$ cat src/design/steering_command_arbiter_unit_macros.svh
// ----------------------------------------------------------------------------
// Steering command arbiter assertion macros
// Concurrent assertion helpers clocked on clk_i, disabled during reset.
// ----------------------------------------------------------------------------
`ifndef STEERING_COMMAND_ARBITER_UNIT_MACROS_SVH
`define STEERING_COMMAND_ARBITER_UNIT_MACROS_SVH

`ifndef SYNTH
// Condition holds at every clock edge out of reset.
`define SCA_ASSERT(lbl, cond) \
  lbl: assert property (@(posedge clk_i) disable iff (!rst_ni) (cond)) \
    else $error("sca assertion failed");
// Antecedent at one edge implies consequent at the same edge.
`define SCA_ASSERT_IMP(lbl, ante, cons) \
  lbl: assert property (@(posedge clk_i) disable iff (!rst_ni) (ante) |-> (cons)) \
    else $error("sca implication failed");
// Antecedent at one edge implies consequent at the next edge.
`define SCA_ASSERT_NEXT(lbl, ante, cons) \
  lbl: assert property (@(posedge clk_i) disable iff (!rst_ni) (ante) |=> (cons)) \
    else $error("sca next-cycle check failed");
`else
`define SCA_ASSERT(lbl, cond)
`define SCA_ASSERT_IMP(lbl, ante, cons)
`define SCA_ASSERT_NEXT(lbl, ante, cons)
`endif

`endif

$ cat src/design/sca_pkg.sv
// ----------------------------------------------------------------------------
// Steering command arbiter package
// Shared codes, reset values and arithmetic constants.
// ----------------------------------------------------------------------------
`default_nettype none

package sca_pkg;

  localparam int QUEUE_DEPTH_DEF = 16;
  localparam int CFG_IDX_W       = 3;
  localparam int CFG_DATA_W      = 8;

  // request types
  localparam logic [2:0] REQ_BUS_WRITE = 3'd0;
  localparam logic [2:0] REQ_REMOTE    = 3'd1;
  localparam logic [2:0] REQ_TICK      = 3'd2;
  localparam logic [2:0] REQ_DISP_DONE = 3'd3;
  localparam logic [2:0] REQ_STEER_POS = 3'd4;

  // bus register targets
  localparam logic [7:0] BUS_SPEED     = 8'd0;
  localparam logic [7:0] BUS_DIRECTION = 8'd1;
  localparam logic [7:0] BUS_MANEUVER  = 8'd2;

  // emitted event kinds
  localparam logic [1:0] EV_NONE  = 2'd0;
  localparam logic [1:0] EV_SPEED = 2'd1;
  localparam logic [1:0] EV_STEER = 2'd2;
  localparam logic [1:0] EV_DISP  = 2'd3;

  // configuration register indexes
  localparam logic [CFG_IDX_W-1:0] CFG_NEUTRAL   = 3'd0;
  localparam logic [CFG_IDX_W-1:0] CFG_THRESHOLD = 3'd1;
  localparam logic [CFG_IDX_W-1:0] CFG_TICKS     = 3'd2;
  localparam logic [CFG_IDX_W-1:0] CFG_DIST_OFF  = 3'd3;
  localparam logic [CFG_IDX_W-1:0] CFG_TURN_OFF  = 3'd4;

  // configuration reset values
  localparam logic [7:0] RST_NEUTRAL   = 8'd128;
  localparam logic [6:0] RST_THRESHOLD = 7'd10;
  localparam logic [7:0] RST_TICKS     = 8'd35;
  localparam logic [6:0] RST_DIST_OFF  = 7'd95;
  localparam logic [6:0] RST_TURN_OFF  = 7'd90;

  localparam logic [2:0] MAX_MANEUVER = 3'd5;

  // servo timer arithmetic
  localparam logic [15:0] PWM_BIAS      = 16'd2000;
  localparam logic [15:0] PWM_LOW_BASE  = 16'd25535;
  localparam logic [15:0] PWM_HIGH_BASE = 16'd65535;

endpackage

`default_nettype wire

$ cat src/design/sca_if.sv
// ----------------------------------------------------------------------------
// Steering command arbiter channels
// Valid/ready channels for request items and result items.
// ----------------------------------------------------------------------------
`default_nettype none

interface sca_req_if;
  logic       valid;
  logic       ready;
  logic [2:0] req_type;
  logic [7:0] bus_register;
  logic       remote_channel;
  logic [7:0] value;

  modport source (output valid, req_type, bus_register, remote_channel, value,
                  input ready);
  modport sink   (input valid, req_type, bus_register, remote_channel, value,
                  output ready);
endinterface

interface sca_res_if #(parameter int CntW = 5);
  logic            valid;
  logic            ready;
  logic [1:0]      event_kind;
  logic [7:0]      event_value;
  logic            to_internal_queue;
  logic            pwm_valid;
  logic [15:0]     pwm_low_time;
  logic [15:0]     pwm_high_time;
  logic            control_mode;
  logic [CntW-1:0] pending_count;
  logic [7:0]      inactivity_left;
  logic [7:0]      last_received_maneuver;
  logic            last_of_run;

  modport source (output valid, event_kind, event_value, to_internal_queue, pwm_valid,
                  pwm_low_time, pwm_high_time, control_mode, pending_count,
                  inactivity_left, last_received_maneuver, last_of_run,
                  input ready);
  modport sink   (input valid, event_kind, event_value, to_internal_queue, pwm_valid,
                  pwm_low_time, pwm_high_time, control_mode, pending_count,
                  inactivity_left, last_received_maneuver, last_of_run,
                  output ready);
endinterface

`default_nettype wire

$ cat src/design/sca_ram.sv
// ----------------------------------------------------------------------------
// Generic single-port-write RAM
// One write port, one read port, registered read data.
// ----------------------------------------------------------------------------
`default_nettype none

module sca_ram #(
  parameter int Width = 3,
  parameter int Depth = 16
) (
  input  wire logic                     clk_i,
  input  wire logic                     we_i,
  input  wire logic [$clog2(Depth)-1:0] waddr_i,
  input  wire logic [Width-1:0]         wdata_i,
  input  wire logic [$clog2(Depth)-1:0] raddr_i,
  output logic      [Width-1:0]         rdata_o
);

  logic [Width-1:0] mem_q [Depth];

  always_ff @(posedge clk_i) begin
    if (we_i) begin
      mem_q[waddr_i] <= wdata_i;
    end
    rdata_o <= mem_q[raddr_i];
  end

endmodule

`default_nettype wire

$ cat src/design/steering_command_arbiter_unit.sv
// ----------------------------------------------------------------------------
// Steering command arbiter
// Arbitrates speed/steering control between a radio remote and a command bus.
// ----------------------------------------------------------------------------
// Usage:
//   req_i  - request items (bus write, remote reading, tick, displacement
//            reached, steering position); transfer on valid && ready.
//   res_o  - result items; one per request, two for a maneuver pop (the
//            displacement demand, then the wheel-angle demand, last_of_run=1).
//   cfg_*  - register write port, to be written only while the block is idle;
//            the block itself does not enforce this.
// Path: a request is held in the input register, then its result is offered
//   from the result register.
// Throughput: one request per cycle while results are taken every cycle; a
//   maneuver pop occupies the single result port for both of its results, so
//   the next request is processed only as the second one leaves. The result
//   register plus a one-entry second-result slot set this rate.
// Stall: while res_o.ready is low the result stays put, one more request is
//   held in the input register, then req_i.ready drops.
// Reset: mode goes to remote, countdown to 35, queue empty, registers to
//   their defaults. The maneuver RAM is not cleared (fill count guards it),
//   so there is no clearing pass.
// ----------------------------------------------------------------------------
`default_nettype none

`include "steering_command_arbiter_unit_macros.svh"

module steering_command_arbiter_unit #(
  parameter int QUEUE_DEPTH = sca_pkg::QUEUE_DEPTH_DEF
) (
  input  wire logic                          clk_i,
  input  wire logic                          rst_ni,
  input  wire logic                          cfg_we_i,
  input  wire logic [sca_pkg::CFG_IDX_W-1:0]  cfg_idx_i,
  input  wire logic [sca_pkg::CFG_DATA_W-1:0] cfg_data_i,
  sca_req_if.sink                            req_i,
  sca_res_if.source                          res_o
);

  import sca_pkg::*;

  localparam int PTR_W = $clog2(QUEUE_DEPTH);
  localparam int CNT_W = $clog2(QUEUE_DEPTH + 1);

  typedef struct packed {
    logic [1:0]       kind;
    logic [7:0]       value;
    logic             internal;
    logic             pwm_valid;
    logic [15:0]      pwm_lo;
    logic [15:0]      pwm_hi;
    logic             mode;
    logic [CNT_W-1:0] pending;
    logic [7:0]       inact;
    logic [7:0]       last_man;
    logic             last;
  } res_t;

  // ---------------- configuration registers ----------------
  logic [7:0] neutral_q, ticks_q;
  logic [6:0] thresh_q, dist_off_q, turn_off_q;

  always_ff @(posedge clk_i or negedge rst_ni) begin
    if (!rst_ni) begin
      neutral_q  <= RST_NEUTRAL;
      thresh_q   <= RST_THRESHOLD;
      ticks_q    <= RST_TICKS;
      dist_off_q <= RST_DIST_OFF;
      turn_off_q <= RST_TURN_OFF;
    end else if (cfg_we_i) begin
      case (cfg_idx_i)
        CFG_NEUTRAL:   neutral_q  <= cfg_data_i;
        CFG_THRESHOLD: thresh_q   <= cfg_data_i[6:0];
        CFG_TICKS:     ticks_q    <= cfg_data_i;
        CFG_DIST_OFF:  dist_off_q <= cfg_data_i[6:0];
        CFG_TURN_OFF:  turn_off_q <= cfg_data_i[6:0];
        default: ;
      endcase
    end
  end

  // ---------------- handshake and stage control ----------------
  logic       in_valid_q;
  logic [2:0] req_type_q;
  logic [7:0] bus_reg_q;
  logic       chan_q;
  logic [7:0] value_q;

  logic out_valid_q, pend_valid_q;
  res_t out_q, pend_q;

  logic in_fire, out_fire, load;

  assign out_fire = out_valid_q && res_o.ready;
  // process the held request when both result slots will be free
  assign load = in_valid_q && !pend_valid_q && (!out_valid_q || out_fire);
  assign req_i.ready = !in_valid_q || load;
  assign in_fire = req_i.valid && req_i.ready;

  always_ff @(posedge clk_i or negedge rst_ni) begin
    if (!rst_ni) begin
      in_valid_q <= 1'b0;
    end else if (in_fire) begin
      in_valid_q <= 1'b1;
    end else if (load) begin
      in_valid_q <= 1'b0;
    end
  end

  always_ff @(posedge clk_i) begin
    if (in_fire) begin
      req_type_q <= req_i.req_type;
      bus_reg_q  <= req_i.bus_register;
      chan_q     <= req_i.remote_channel;
      value_q    <= req_i.value;
    end
  end

  // ---------------- arbiter state ----------------
  logic             mode_q, mode_d;
  logic [7:0]       inact_q, inact_d;
  logic [PTR_W-1:0] rp_q, rp_d, wp_q, wp_d, rp_inc, wp_inc;
  logic [CNT_W-1:0] cnt_q, cnt_d;
  logic [7:0]       last_acc_q, last_acc_d;

  // maneuver store: RAM read address tracks the next read pointer, so the
  // entry at rp_q is ready in the cycle a pop is processed
  logic       mem_we;
  logic [2:0] mem_rdata;
  logic       byp_q;
  logic [2:0] byp_data_q;
  logic [2:0] head_man, man;

  sca_ram #(
    .Width (3),
    .Depth (QUEUE_DEPTH)
  ) u_store (
    .clk_i   (clk_i),
    .we_i    (mem_we),
    .waddr_i (wp_q),
    .wdata_i (value_q[2:0]),
    .raddr_i (rp_d),
    .rdata_o (mem_rdata)
  );

  // write to the address being read: forward the new entry
  always_ff @(posedge clk_i or negedge rst_ni) begin
    if (!rst_ni) begin
      byp_q <= 1'b0;
    end else begin
      byp_q <= mem_we && (wp_q == rp_d);
    end
  end

  always_ff @(posedge clk_i) begin
    byp_data_q <= value_q[2:0];
  end

  assign head_man = byp_q ? byp_data_q : mem_rdata;
  assign man      = (head_man > MAX_MANEUVER) ? 3'd0 : head_man;

  assign rp_inc = (rp_q == PTR_W'(QUEUE_DEPTH - 1)) ? '0 : rp_q + 1'b1;
  assign wp_inc = (wp_q == PTR_W'(QUEUE_DEPTH - 1)) ? '0 : wp_q + 1'b1;

  // remote reading counts as active away from neutral, compared unwrapped
  logic [8:0] act_hi;
  logic       active;
  assign act_hi = {1'b0, neutral_q} + {2'b00, thresh_q};
  assign active = ({1'b0, value_q} >= act_hi) ||
                  (({1'b0, value_q} + {2'b00, thresh_q}) <= {1'b0, neutral_q});

  logic [7:0]  disp, ang;
  logic [15:0] pwm_x;
  logic [1:0]  kind;
  logic [7:0]  ev;
  logic        two, is_pwm, push, do_clear;
  logic [1:0]  chan_kind;

  assign chan_kind = chan_q ? EV_STEER : EV_SPEED;
  assign pwm_x = {5'd0, value_q, 3'd0} + PWM_BIAS;
  assign disp  = (man < 3'd3) ? neutral_q + {1'b0, dist_off_q}
                              : neutral_q - {1'b0, dist_off_q};

  always_comb begin
    case (man)
      3'd1, 3'd4: ang = neutral_q + {1'b0, turn_off_q};
      3'd2, 3'd5: ang = neutral_q - {1'b0, turn_off_q};
      default:    ang = neutral_q;
    endcase
  end

  always_comb begin
    mode_d     = mode_q;
    inact_d    = inact_q;
    rp_d       = rp_q;
    wp_d       = wp_q;
    cnt_d      = cnt_q;
    last_acc_d = last_acc_q;
    kind       = EV_NONE;
    ev         = '0;
    two        = 1'b0;
    is_pwm     = 1'b0;
    push       = 1'b0;
    do_clear   = 1'b0;
    if (load) begin
      case (req_type_q)
        REQ_BUS_WRITE: begin
          if (mode_q) begin
            case (bus_reg_q)
              BUS_SPEED: begin
                do_clear = 1'b1;
                kind     = EV_SPEED;
                ev       = value_q;
              end
              BUS_DIRECTION: begin
                do_clear = 1'b1;
                kind     = EV_STEER;
                ev       = value_q;
              end
              BUS_MANEUVER: begin
                if (value_q <= {5'd0, MAX_MANEUVER} && cnt_q < CNT_W'(QUEUE_DEPTH)) begin
                  push       = 1'b1;
                  wp_d       = wp_inc;
                  cnt_d      = cnt_q + 1'b1;
                  last_acc_d = value_q;
                end
              end
              default: ;
            endcase
          end
        end
        REQ_REMOTE: begin
          if (mode_q) begin
            if (active) begin
              do_clear = 1'b1;
              mode_d   = 1'b0;
              kind     = chan_kind;
              ev       = value_q;
            end
          end else begin
            if (active) begin
              inact_d = ticks_q;
            end
            kind = chan_kind;
            ev   = value_q;
          end
        end
        REQ_TICK: begin
          if (inact_q != 8'd0) begin
            inact_d = inact_q - 1'b1;
            if (inact_q == 8'd1) begin
              mode_d = 1'b1;
            end
          end
        end
        REQ_DISP_DONE: begin
          if (cnt_q != '0) begin
            rp_d  = rp_inc;
            cnt_d = cnt_q - 1'b1;
            two   = 1'b1;
          end
        end
        REQ_STEER_POS: begin
          is_pwm = 1'b1;
        end
        default: ;
      endcase
      if (do_clear) begin
        rp_d  = '0;
        wp_d  = '0;
        cnt_d = '0;
      end
    end
  end

  assign mem_we = push;

  always_ff @(posedge clk_i or negedge rst_ni) begin
    if (!rst_ni) begin
      mode_q     <= 1'b0;
      inact_q    <= RST_TICKS;
      rp_q       <= '0;
      wp_q       <= '0;
      cnt_q      <= '0;
      last_acc_q <= '0;
    end else begin
      mode_q     <= mode_d;
      inact_q    <= inact_d;
      rp_q       <= rp_d;
      wp_q       <= wp_d;
      cnt_q      <= cnt_d;
      last_acc_q <= last_acc_d;
    end
  end

  // ---------------- result assembly ----------------
  res_t r0, r1;

  always_comb begin
    r0.kind      = two ? EV_DISP : kind;
    r0.value     = two ? disp : ev;
    r0.internal  = two;
    r0.pwm_valid = is_pwm;
    r0.pwm_lo    = is_pwm ? PWM_LOW_BASE + pwm_x : 16'd0;
    r0.pwm_hi    = is_pwm ? PWM_HIGH_BASE - pwm_x : 16'd0;
    r0.mode      = mode_d;
    r0.pending   = cnt_d;
    r0.inact     = inact_d;
    r0.last_man  = last_acc_d;
    r0.last      = !two;

    r1           = r0;
    r1.kind      = EV_STEER;
    r1.value     = ang;
    r1.pwm_valid = 1'b0;
    r1.pwm_lo    = 16'd0;
    r1.pwm_hi    = 16'd0;
    r1.last      = 1'b1;
  end

  always_ff @(posedge clk_i or negedge rst_ni) begin
    if (!rst_ni) begin
      out_valid_q  <= 1'b0;
      pend_valid_q <= 1'b0;
    end else if (load) begin
      out_valid_q  <= 1'b1;
      pend_valid_q <= two;
    end else if (out_fire) begin
      out_valid_q  <= pend_valid_q;
      pend_valid_q <= 1'b0;
    end
  end

  always_ff @(posedge clk_i) begin
    if (load) begin
      out_q  <= r0;
      pend_q <= r1;
    end else if (out_fire && pend_valid_q) begin
      out_q <= pend_q;
    end
  end

  assign res_o.valid                  = out_valid_q;
  assign res_o.event_kind             = out_q.kind;
  assign res_o.event_value            = out_q.value;
  assign res_o.to_internal_queue      = out_q.internal;
  assign res_o.pwm_valid              = out_q.pwm_valid;
  assign res_o.pwm_low_time           = out_q.pwm_lo;
  assign res_o.pwm_high_time          = out_q.pwm_hi;
  assign res_o.control_mode           = out_q.mode;
  assign res_o.pending_count          = out_q.pending;
  assign res_o.inactivity_left        = out_q.inact;
  assign res_o.last_received_maneuver = out_q.last_man;
  assign res_o.last_of_run            = out_q.last;

  // ---------------- assertions ----------------
  `SCA_ASSERT(a_cnt_bound, cnt_q <= CNT_W'(QUEUE_DEPTH))
  `SCA_ASSERT_IMP(a_pend_behind_out, pend_valid_q, out_valid_q && !out_q.last)
  `SCA_ASSERT_NEXT(a_pop_pairs, load && two, pend_valid_q && out_q.kind == EV_DISP)
  `SCA_ASSERT_IMP(a_empty_ptrs, cnt_q == '0, rp_q == wp_q)

endmodule

`default_nettype wire

$ cat src/flat_wrapper.sv
// flat-port wrapper written by rule: the top's interface ports become plain ports
module steering_command_arbiter_unit_flat import sca_pkg::*;
#(
  parameter int QUEUE_DEPTH = sca_pkg::QUEUE_DEPTH_DEF
)
  (clk_i, rst_ni, cfg_we_i, cfg_idx_i, cfg_data_i, req_i_valid, req_i_req_type, req_i_bus_register, req_i_remote_channel, req_i_value, req_i_ready, res_o_valid, res_o_event_kind, res_o_event_value, res_o_to_internal_queue, res_o_pwm_valid, res_o_pwm_low_time, res_o_pwm_high_time, res_o_control_mode, res_o_pending_count, res_o_inactivity_left, res_o_last_received_maneuver, res_o_last_of_run, res_o_ready);
  sca_req_if req_i_i ();
  sca_res_if #(.CntW(5)) res_o_i ();
  input  wire logic clk_i;
  input  wire logic rst_ni;
  input  wire logic cfg_we_i;
  input  wire logic [sca_pkg::CFG_IDX_W-1:0] cfg_idx_i;
  input  wire logic [sca_pkg::CFG_DATA_W-1:0] cfg_data_i;
  input wire logic [$bits(req_i_i.valid)-1:0] req_i_valid;
  input wire logic [$bits(req_i_i.req_type)-1:0] req_i_req_type;
  input wire logic [$bits(req_i_i.bus_register)-1:0] req_i_bus_register;
  input wire logic [$bits(req_i_i.remote_channel)-1:0] req_i_remote_channel;
  input wire logic [$bits(req_i_i.value)-1:0] req_i_value;
  output wire logic [$bits(req_i_i.ready)-1:0] req_i_ready;
  output wire logic [$bits(res_o_i.valid)-1:0] res_o_valid;
  output wire logic [$bits(res_o_i.event_kind)-1:0] res_o_event_kind;
  output wire logic [$bits(res_o_i.event_value)-1:0] res_o_event_value;
  output wire logic [$bits(res_o_i.to_internal_queue)-1:0] res_o_to_internal_queue;
  output wire logic [$bits(res_o_i.pwm_valid)-1:0] res_o_pwm_valid;
  output wire logic [$bits(res_o_i.pwm_low_time)-1:0] res_o_pwm_low_time;
  output wire logic [$bits(res_o_i.pwm_high_time)-1:0] res_o_pwm_high_time;
  output wire logic [$bits(res_o_i.control_mode)-1:0] res_o_control_mode;
  output wire logic [$bits(res_o_i.pending_count)-1:0] res_o_pending_count;
  output wire logic [$bits(res_o_i.inactivity_left)-1:0] res_o_inactivity_left;
  output wire logic [$bits(res_o_i.last_received_maneuver)-1:0] res_o_last_received_maneuver;
  output wire logic [$bits(res_o_i.last_of_run)-1:0] res_o_last_of_run;
  input wire logic [$bits(res_o_i.ready)-1:0] res_o_ready;
  assign req_i_i.valid = req_i_valid;
  assign req_i_i.req_type = req_i_req_type;
  assign req_i_i.bus_register = req_i_bus_register;
  assign req_i_i.remote_channel = req_i_remote_channel;
  assign req_i_i.value = req_i_value;
  assign req_i_ready = req_i_i.ready;
  assign res_o_valid = res_o_i.valid;
  assign res_o_event_kind = res_o_i.event_kind;
  assign res_o_event_value = res_o_i.event_value;
  assign res_o_to_internal_queue = res_o_i.to_internal_queue;
  assign res_o_pwm_valid = res_o_i.pwm_valid;
  assign res_o_pwm_low_time = res_o_i.pwm_low_time;
  assign res_o_pwm_high_time = res_o_i.pwm_high_time;
  assign res_o_control_mode = res_o_i.control_mode;
  assign res_o_pending_count = res_o_i.pending_count;
  assign res_o_inactivity_left = res_o_i.inactivity_left;
  assign res_o_last_received_maneuver = res_o_i.last_received_maneuver;
  assign res_o_last_of_run = res_o_i.last_of_run;
  assign res_o_i.ready = res_o_ready;
  steering_command_arbiter_unit #(.QUEUE_DEPTH(QUEUE_DEPTH)) u_core (.clk_i(clk_i), .rst_ni(rst_ni), .cfg_we_i(cfg_we_i), .cfg_idx_i(cfg_idx_i), .cfg_data_i(cfg_data_i), .req_i(req_i_i), .res_o(res_o_i));
endmodule
$ cat config.mk
export PLATFORM = sky130hd
export DESIGN_NAME = steering_command_arbiter_unit_flat
export DESIGN_NICKNAME = d
export VERILOG_FILES = /design/src/design/sca_pkg.sv /design/src/design/sca_if.sv /design/src/design/sca_ram.sv /design/src/design/steering_command_arbiter_unit.sv /design/src/flat_wrapper.sv
export VERILOG_INCLUDE_DIRS = /design/src /design/src/design
export SDC_FILE = /design/constraint.sdc
export NUM_CORES = 1
export LEC_CHECK = 0
export BUFFER_PORTS_ARGS = -buffer_cell sky130_fd_sc_hd__buf_2
export CAP_MARGIN = 20
export CORE_ASPECT_RATIO = 1.2
export CORE_UTILIZATION = 55
export DETAILED_ROUTE_END_ITERATION = 10
export MAX_ROUTING_LAYER = met4
export PLACE_DENSITY = 0.75
export SYNTH_ARGS = -nofsm -noshare
export SYNTH_HDL_FRONTEND = slang
export SYNTH_SLANG_ARGS = --single-unit
$ cat constraint.sdc
create_clock -name clk_i -period 6 [get_ports clk_i]
set_clock_uncertainty 0.05 [all_clocks]
set_input_delay 0.6 -clock clk_i [delete_from_list [all_inputs] [get_ports clk_i]]
set_output_delay 0.6 -clock clk_i [all_outputs]
set_load 0.01 [all_outputs]
==> flow_results.org <==
** Synth
- For this run, the register share of the synthesized area comes to 0.556.
- Yosys mapped the design onto 77 distinct sky130hd cell types.
- Number of synthesis warnings :: 0
- Synthesis inferred 230 register bits.
- Dominant synthesized flop cell :: sky130_fd_sc_hd__edfxtp_1
- The number of nets handed over by synthesis was between 1000 and 1500.
- Post-synthesis cell count :: 1008
- Asr flop ratio synth :: 0.309
- Synth area leaders :: sky130_fd_sc_hd__edfxtp_1 (39%), sky130_fd_sc_hd__dfrtp_1 (11%), sky130_fd_sc_hd__ha_1 (6.5%)
- The synthesized design spends more area on one cell type than any other, namely sky130_fd_sc_hd__edfxtp_1.
- The synthesized netlist occupies a cell area of 11700 sq um.
- Each instance of the synthesized netlist takes up on average roughly 12 sq um.
- Of the post-synthesis cell area, the dominant cell type holds 0.392.
- Yosys mapped a number of flops with a built-in enable equal to around 150.

** Place
- After legalization and detailed placement, the total HPWL measured 18600 microns.
- I/O Buffers :: between 100 and 150
- Routability cong. :: approximately 0.9

** Floorplan
- For this configuration, the core starts out at a cell density of 0.561.
- Die outline area :: 21900 sq um
- Placement Rows :: slightly below 60
- Measured along the x axis, the die boundary spans approximately 140 microns.
- Core ar. :: approximately 21000 sq um
- In this run the count of I/O pins placed on the die edge is between 100 and 150.
- The floorplan step set the die height to about 160 microns.

** Timing
- Dividing the final minimum period by the clock period gives 0.844.
- Final Hold Viols :: 0
- In this run the tightest slew margin relative to its limit is 0.337.
- Count of final setup violators :: 0
- RSZ-0062 raised after global routing :: no
- Total negative slack for setup checks :: 0 ns
- Minimum period implied by the final worst setup slack :: 5.06 ns
- For the pin with the worst max-slew slack, the measured transition is slightly below 1 ns.
- Count of final max-slew check failures :: 0
- Maximum operating frequency :: around 200 MHz

** Drt
- The detail route stage leaves a number of antenna-violating nets equal to 0.
- Final WL :: approximately 27000 microns
- For this block, the initial DRC count from the detailed router was around 600.
- Routed length per instance :: ~19 microns
- Drc violations :: 0
- Across all layers, the routed design uses just over 8000 vias.
- The first TritonRoute pass finished after 5 iterations.
- After detailed routing, the number of vias per cell comes to between 5 and 6.

** Finish
- Fraction of final layout cells with drive strength greater than 1 :: 0.198
- Leading cell types in the layout, fill and taps excluded :: sky130_fd_sc_hd__edfxtp_1 (153), sky130_fd_sc_hd__buf_2 (103), sky130_fd_sc_hd__nand2_1 (96)
- Diodes inserted :: 0
- Commonest non-fill, non-tap cell in the layout :: sky130_fd_sc_hd__edfxtp_1
- Net count of the finished layout :: 1209
- Compared with the post-synthesis result, the final layout area differs by 13.4%.

** Global routing
- Maximum number of pins on one net before global-route repair :: ~70
- GRT Resource Usage Total :: 0.260
- First-pass GRT wire length :: between 40000 and 50000 microns
- GR Overflow Total :: 0
- Initial antenna violation count :: 0
- The via count of the first global-routing pass is between 8000 and 9000.

** Critical path
- Startpoint types :: register
- Critical path endpoint category :: register
- Data on the critical path arrives at its endpoint at between 5 and 6 ns.
- Max Fanout on Critical Path :: 25
- By startpoint and endpoint, the worst setup path is classified as register to register.
- STA puts the critical path data required time at 6.20 ns.

** Status
- The flow ran to the end, and the final reports show no timing, DRC or antenna violations.

** Pwr
- Power density over the cells :: just under 500 nW/um^2
- In this run the static leakage power is between 0.005 and 0.006 uW.
- The design draws 6430 uW.
- Largest voltage drop on the vdd net :: roughly 0.33 mV

** Job
- Number of max-cap violations :: 0

** Clocking
- Cts bufs inserted :: 24
- After clock tree synthesis, the flow added hold-fix buffers numbering 0.
- CTS built an H-tree with a depth of 1.
- After clock tree synthesis, the clock-pin slew on the worst setup and hold paths is ~0.070 ns.
- Cells resized by post-CTS repair :: 0
- Post-CTS Setup Repair Bufs :: 0
- TritonCTS built the clock tree.
- Root Buffer Master :: sky130_fd_sc_hd__clkbuf_16
- Clock latency on the worst-skew pair :: between 0.5 and 0.6 ns
- Buffer depth of the longest clock path :: 3
- CTS saw 230 sinks.

** Hold path
- Hold Crit Class :: primary input to register
## path summary, 6_finish.rpt
kind / from / to / slack (ns) / cells after the start
min in group asynchronous: rst_ni / u_core.inact_q[6] / 0.22 / 2
hold reg to reg: u_core.last_acc_q[2] / u_core.last_acc_q[2] / 0.44 / 2
hold / removal: req_i_remote_channel / u_core.chan_q / 0.18 / 1
setup / recovery: u_core.value_q[1] / u_core.pend_q[13] / 0.94 / 15
setup reg to reg: u_core.value_q[1] / u_core.pend_q[13] / 0.94 / 15
max in group asynchronous: rst_ni / u_core.rp_q[1] / 4.98 / 2
## through the flow
stage	hold WS (ns)	std cells	setup slack [ns]	cell area (sq um)	utilization
6_report	0.182	1396	0.938	13300	0.636
5_1_grt	0.173	1396	0.597	13300	0.636
4_1_cts	0.170	1394	1.09	13300	0.635
3_5_place_dp	0.433	1350	1.12	12400	0.594
3_3_place_gp	0.420	1350	1.35	12400	0.594
2_1_floorplan	0.254	1008	1.92	11700	-
## synthesized netlist by cell type, types with 12 or more instances
master	number
sky130_fd_sc_hd__clkbuf_1	19
sky130_fd_sc_hd__mux2_2	35
sky130_fd_sc_hd__a21o_1	23
sky130_fd_sc_hd__nor3_1	25
sky130_fd_sc_hd__a21oi_1	45
sky130_fd_sc_hd__nand2_1	96
sky130_fd_sc_hd__dfrtp_1	52
sky130_fd_sc_hd__and2_1	12
sky130_fd_sc_hd__xnor2_1	35
sky130_fd_sc_hd__o21ai_0	57
sky130_fd_sc_hd__nand3_1	23
sky130_fd_sc_hd__edfxtp_1	153
sky130_fd_sc_hd__ha_1	61
sky130_fd_sc_hd__nor2_1	80
sky130_fd_sc_hd__buf_4	15
sky130_fd_sc_hd__dfstp_2	19
sky130_fd_sc_hd__a31oi_1	18
sky130_fd_sc_hd__nand2b_1	12
sky130_fd_sc_hd__xor2_1	16
sky130_fd_sc_hd__mux2i_1	14
sky130_fd_sc_hd__inv_1	48
## critical path, cell delays in order, from the launching register on
cell and delay, ns:
sky130_fd_sc_hd__edfxtp_1 0.94, sky130_fd_sc_hd__inv_1 0.33, sky130_fd_sc_hd__fa_1 0.53, sky130_fd_sc_hd__nor2b_1 0.18, sky130_fd_sc_hd__o2111ai_1 0.14, sky130_fd_sc_hd__nand2_1 0.10
sky130_fd_sc_hd__xor2_1 0.15, sky130_fd_sc_hd__ha_1 0.28, sky130_fd_sc_hd__a211oi_1 0.34, sky130_fd_sc_hd__a21boi_1 0.24, sky130_fd_sc_hd__a211oi_1 0.09, sky130_fd_sc_hd__o32a_1 0.41
sky130_fd_sc_hd__nor2_1 0.37, sky130_fd_sc_hd__nor2_1 0.15, sky130_fd_sc_hd__o31ai_1 0.32, sky130_fd_sc_hd__o21ai_0 0.17
## flip-flops by register name, indices dropped and copies added, names as in the netlist, 3 cells and up
| signal | cells |
|---|---|
| u_core.bus_reg_q | 8 |
| u_core.byp_data_q | 3 |
| u_core.cnt_q | 5 |
| u_core.dist_off_q | 7 |
| u_core.inact_q | 8 |
| u_core.last_acc_q | 8 |
| u_core.neutral_q | 8 |
| u_core.pend_q | 31 |
| u_core.req_type_q | 3 |
| u_core.res_o.event_value | 8 |
| u_core.res_o.inactivity_left | 8 |
| u_core.res_o.last_received_maneuver | 8 |
| u_core.res_o.pending_count | 5 |
| u_core.res_o.pwm_high_time | 9 |
| u_core.res_o.pwm_low_time | 10 |
| u_core.rp_q | 4 |
| u_core.thresh_q | 7 |
| u_core.ticks_q | 8 |
| u_core.turn_off_q | 7 |
| u_core.u_store.mem_q | 48 |
| u_core.u_store.rdata_o | 3 |
| u_core.value_q | 8 |
| u_core.wp_q | 4 |
## per-layer routing
metal / track usage / vias to the layer above / wire, microns
met2: 0.416 / 285 / 12800
met1: 0.342 / 3940 / 11300
met4: 0.0873 / 0 / 743
met3: 0.0381 / 57 / 1780
li1: - / 3880 / -
met5: - / - / 0
## power breakdown
| part | leakage, uW | switching, uW | internal (uW) |
|---|---|---|---|
| Sequential | 0.00235 | 248 | 2170 |
| Combinational | 0.00269 | 1380 | 1010 |
| Clock | 0.000420 | 632 | 997 |
| Total | 0.00546 | 2260 | 4170 |
## area by class of cell
| type | count | area, sq um |
|---|---|---|
| Fill cell | 1631 | 7610 |
| Sequential cell | 230 | 6520 |
| Multi-Input combinational cell | 688 | 4780 |
| Clock buffer | 26 | 608 |
| Timing Repair Buffer | 114 | 598 |
| Tap cell | 270 | 338 |
| Clock inverter | 18 | 258 |
| Inverter | 50 | 198 |
## cell families after synthesis
group	after synthesis	share of synthesized area
AOI/OAI and AO/OA	216	0.120
xor gates and xnor gates	53	0.0418
adders and majority gates	65	0.0719
buffers and inverters	90	0.0379
DFF	230	0.556
muxes	52	0.0494
other	1	0.000320
and+or+nand+nor	301	0.123
Power figures use the tool's default switching activity.
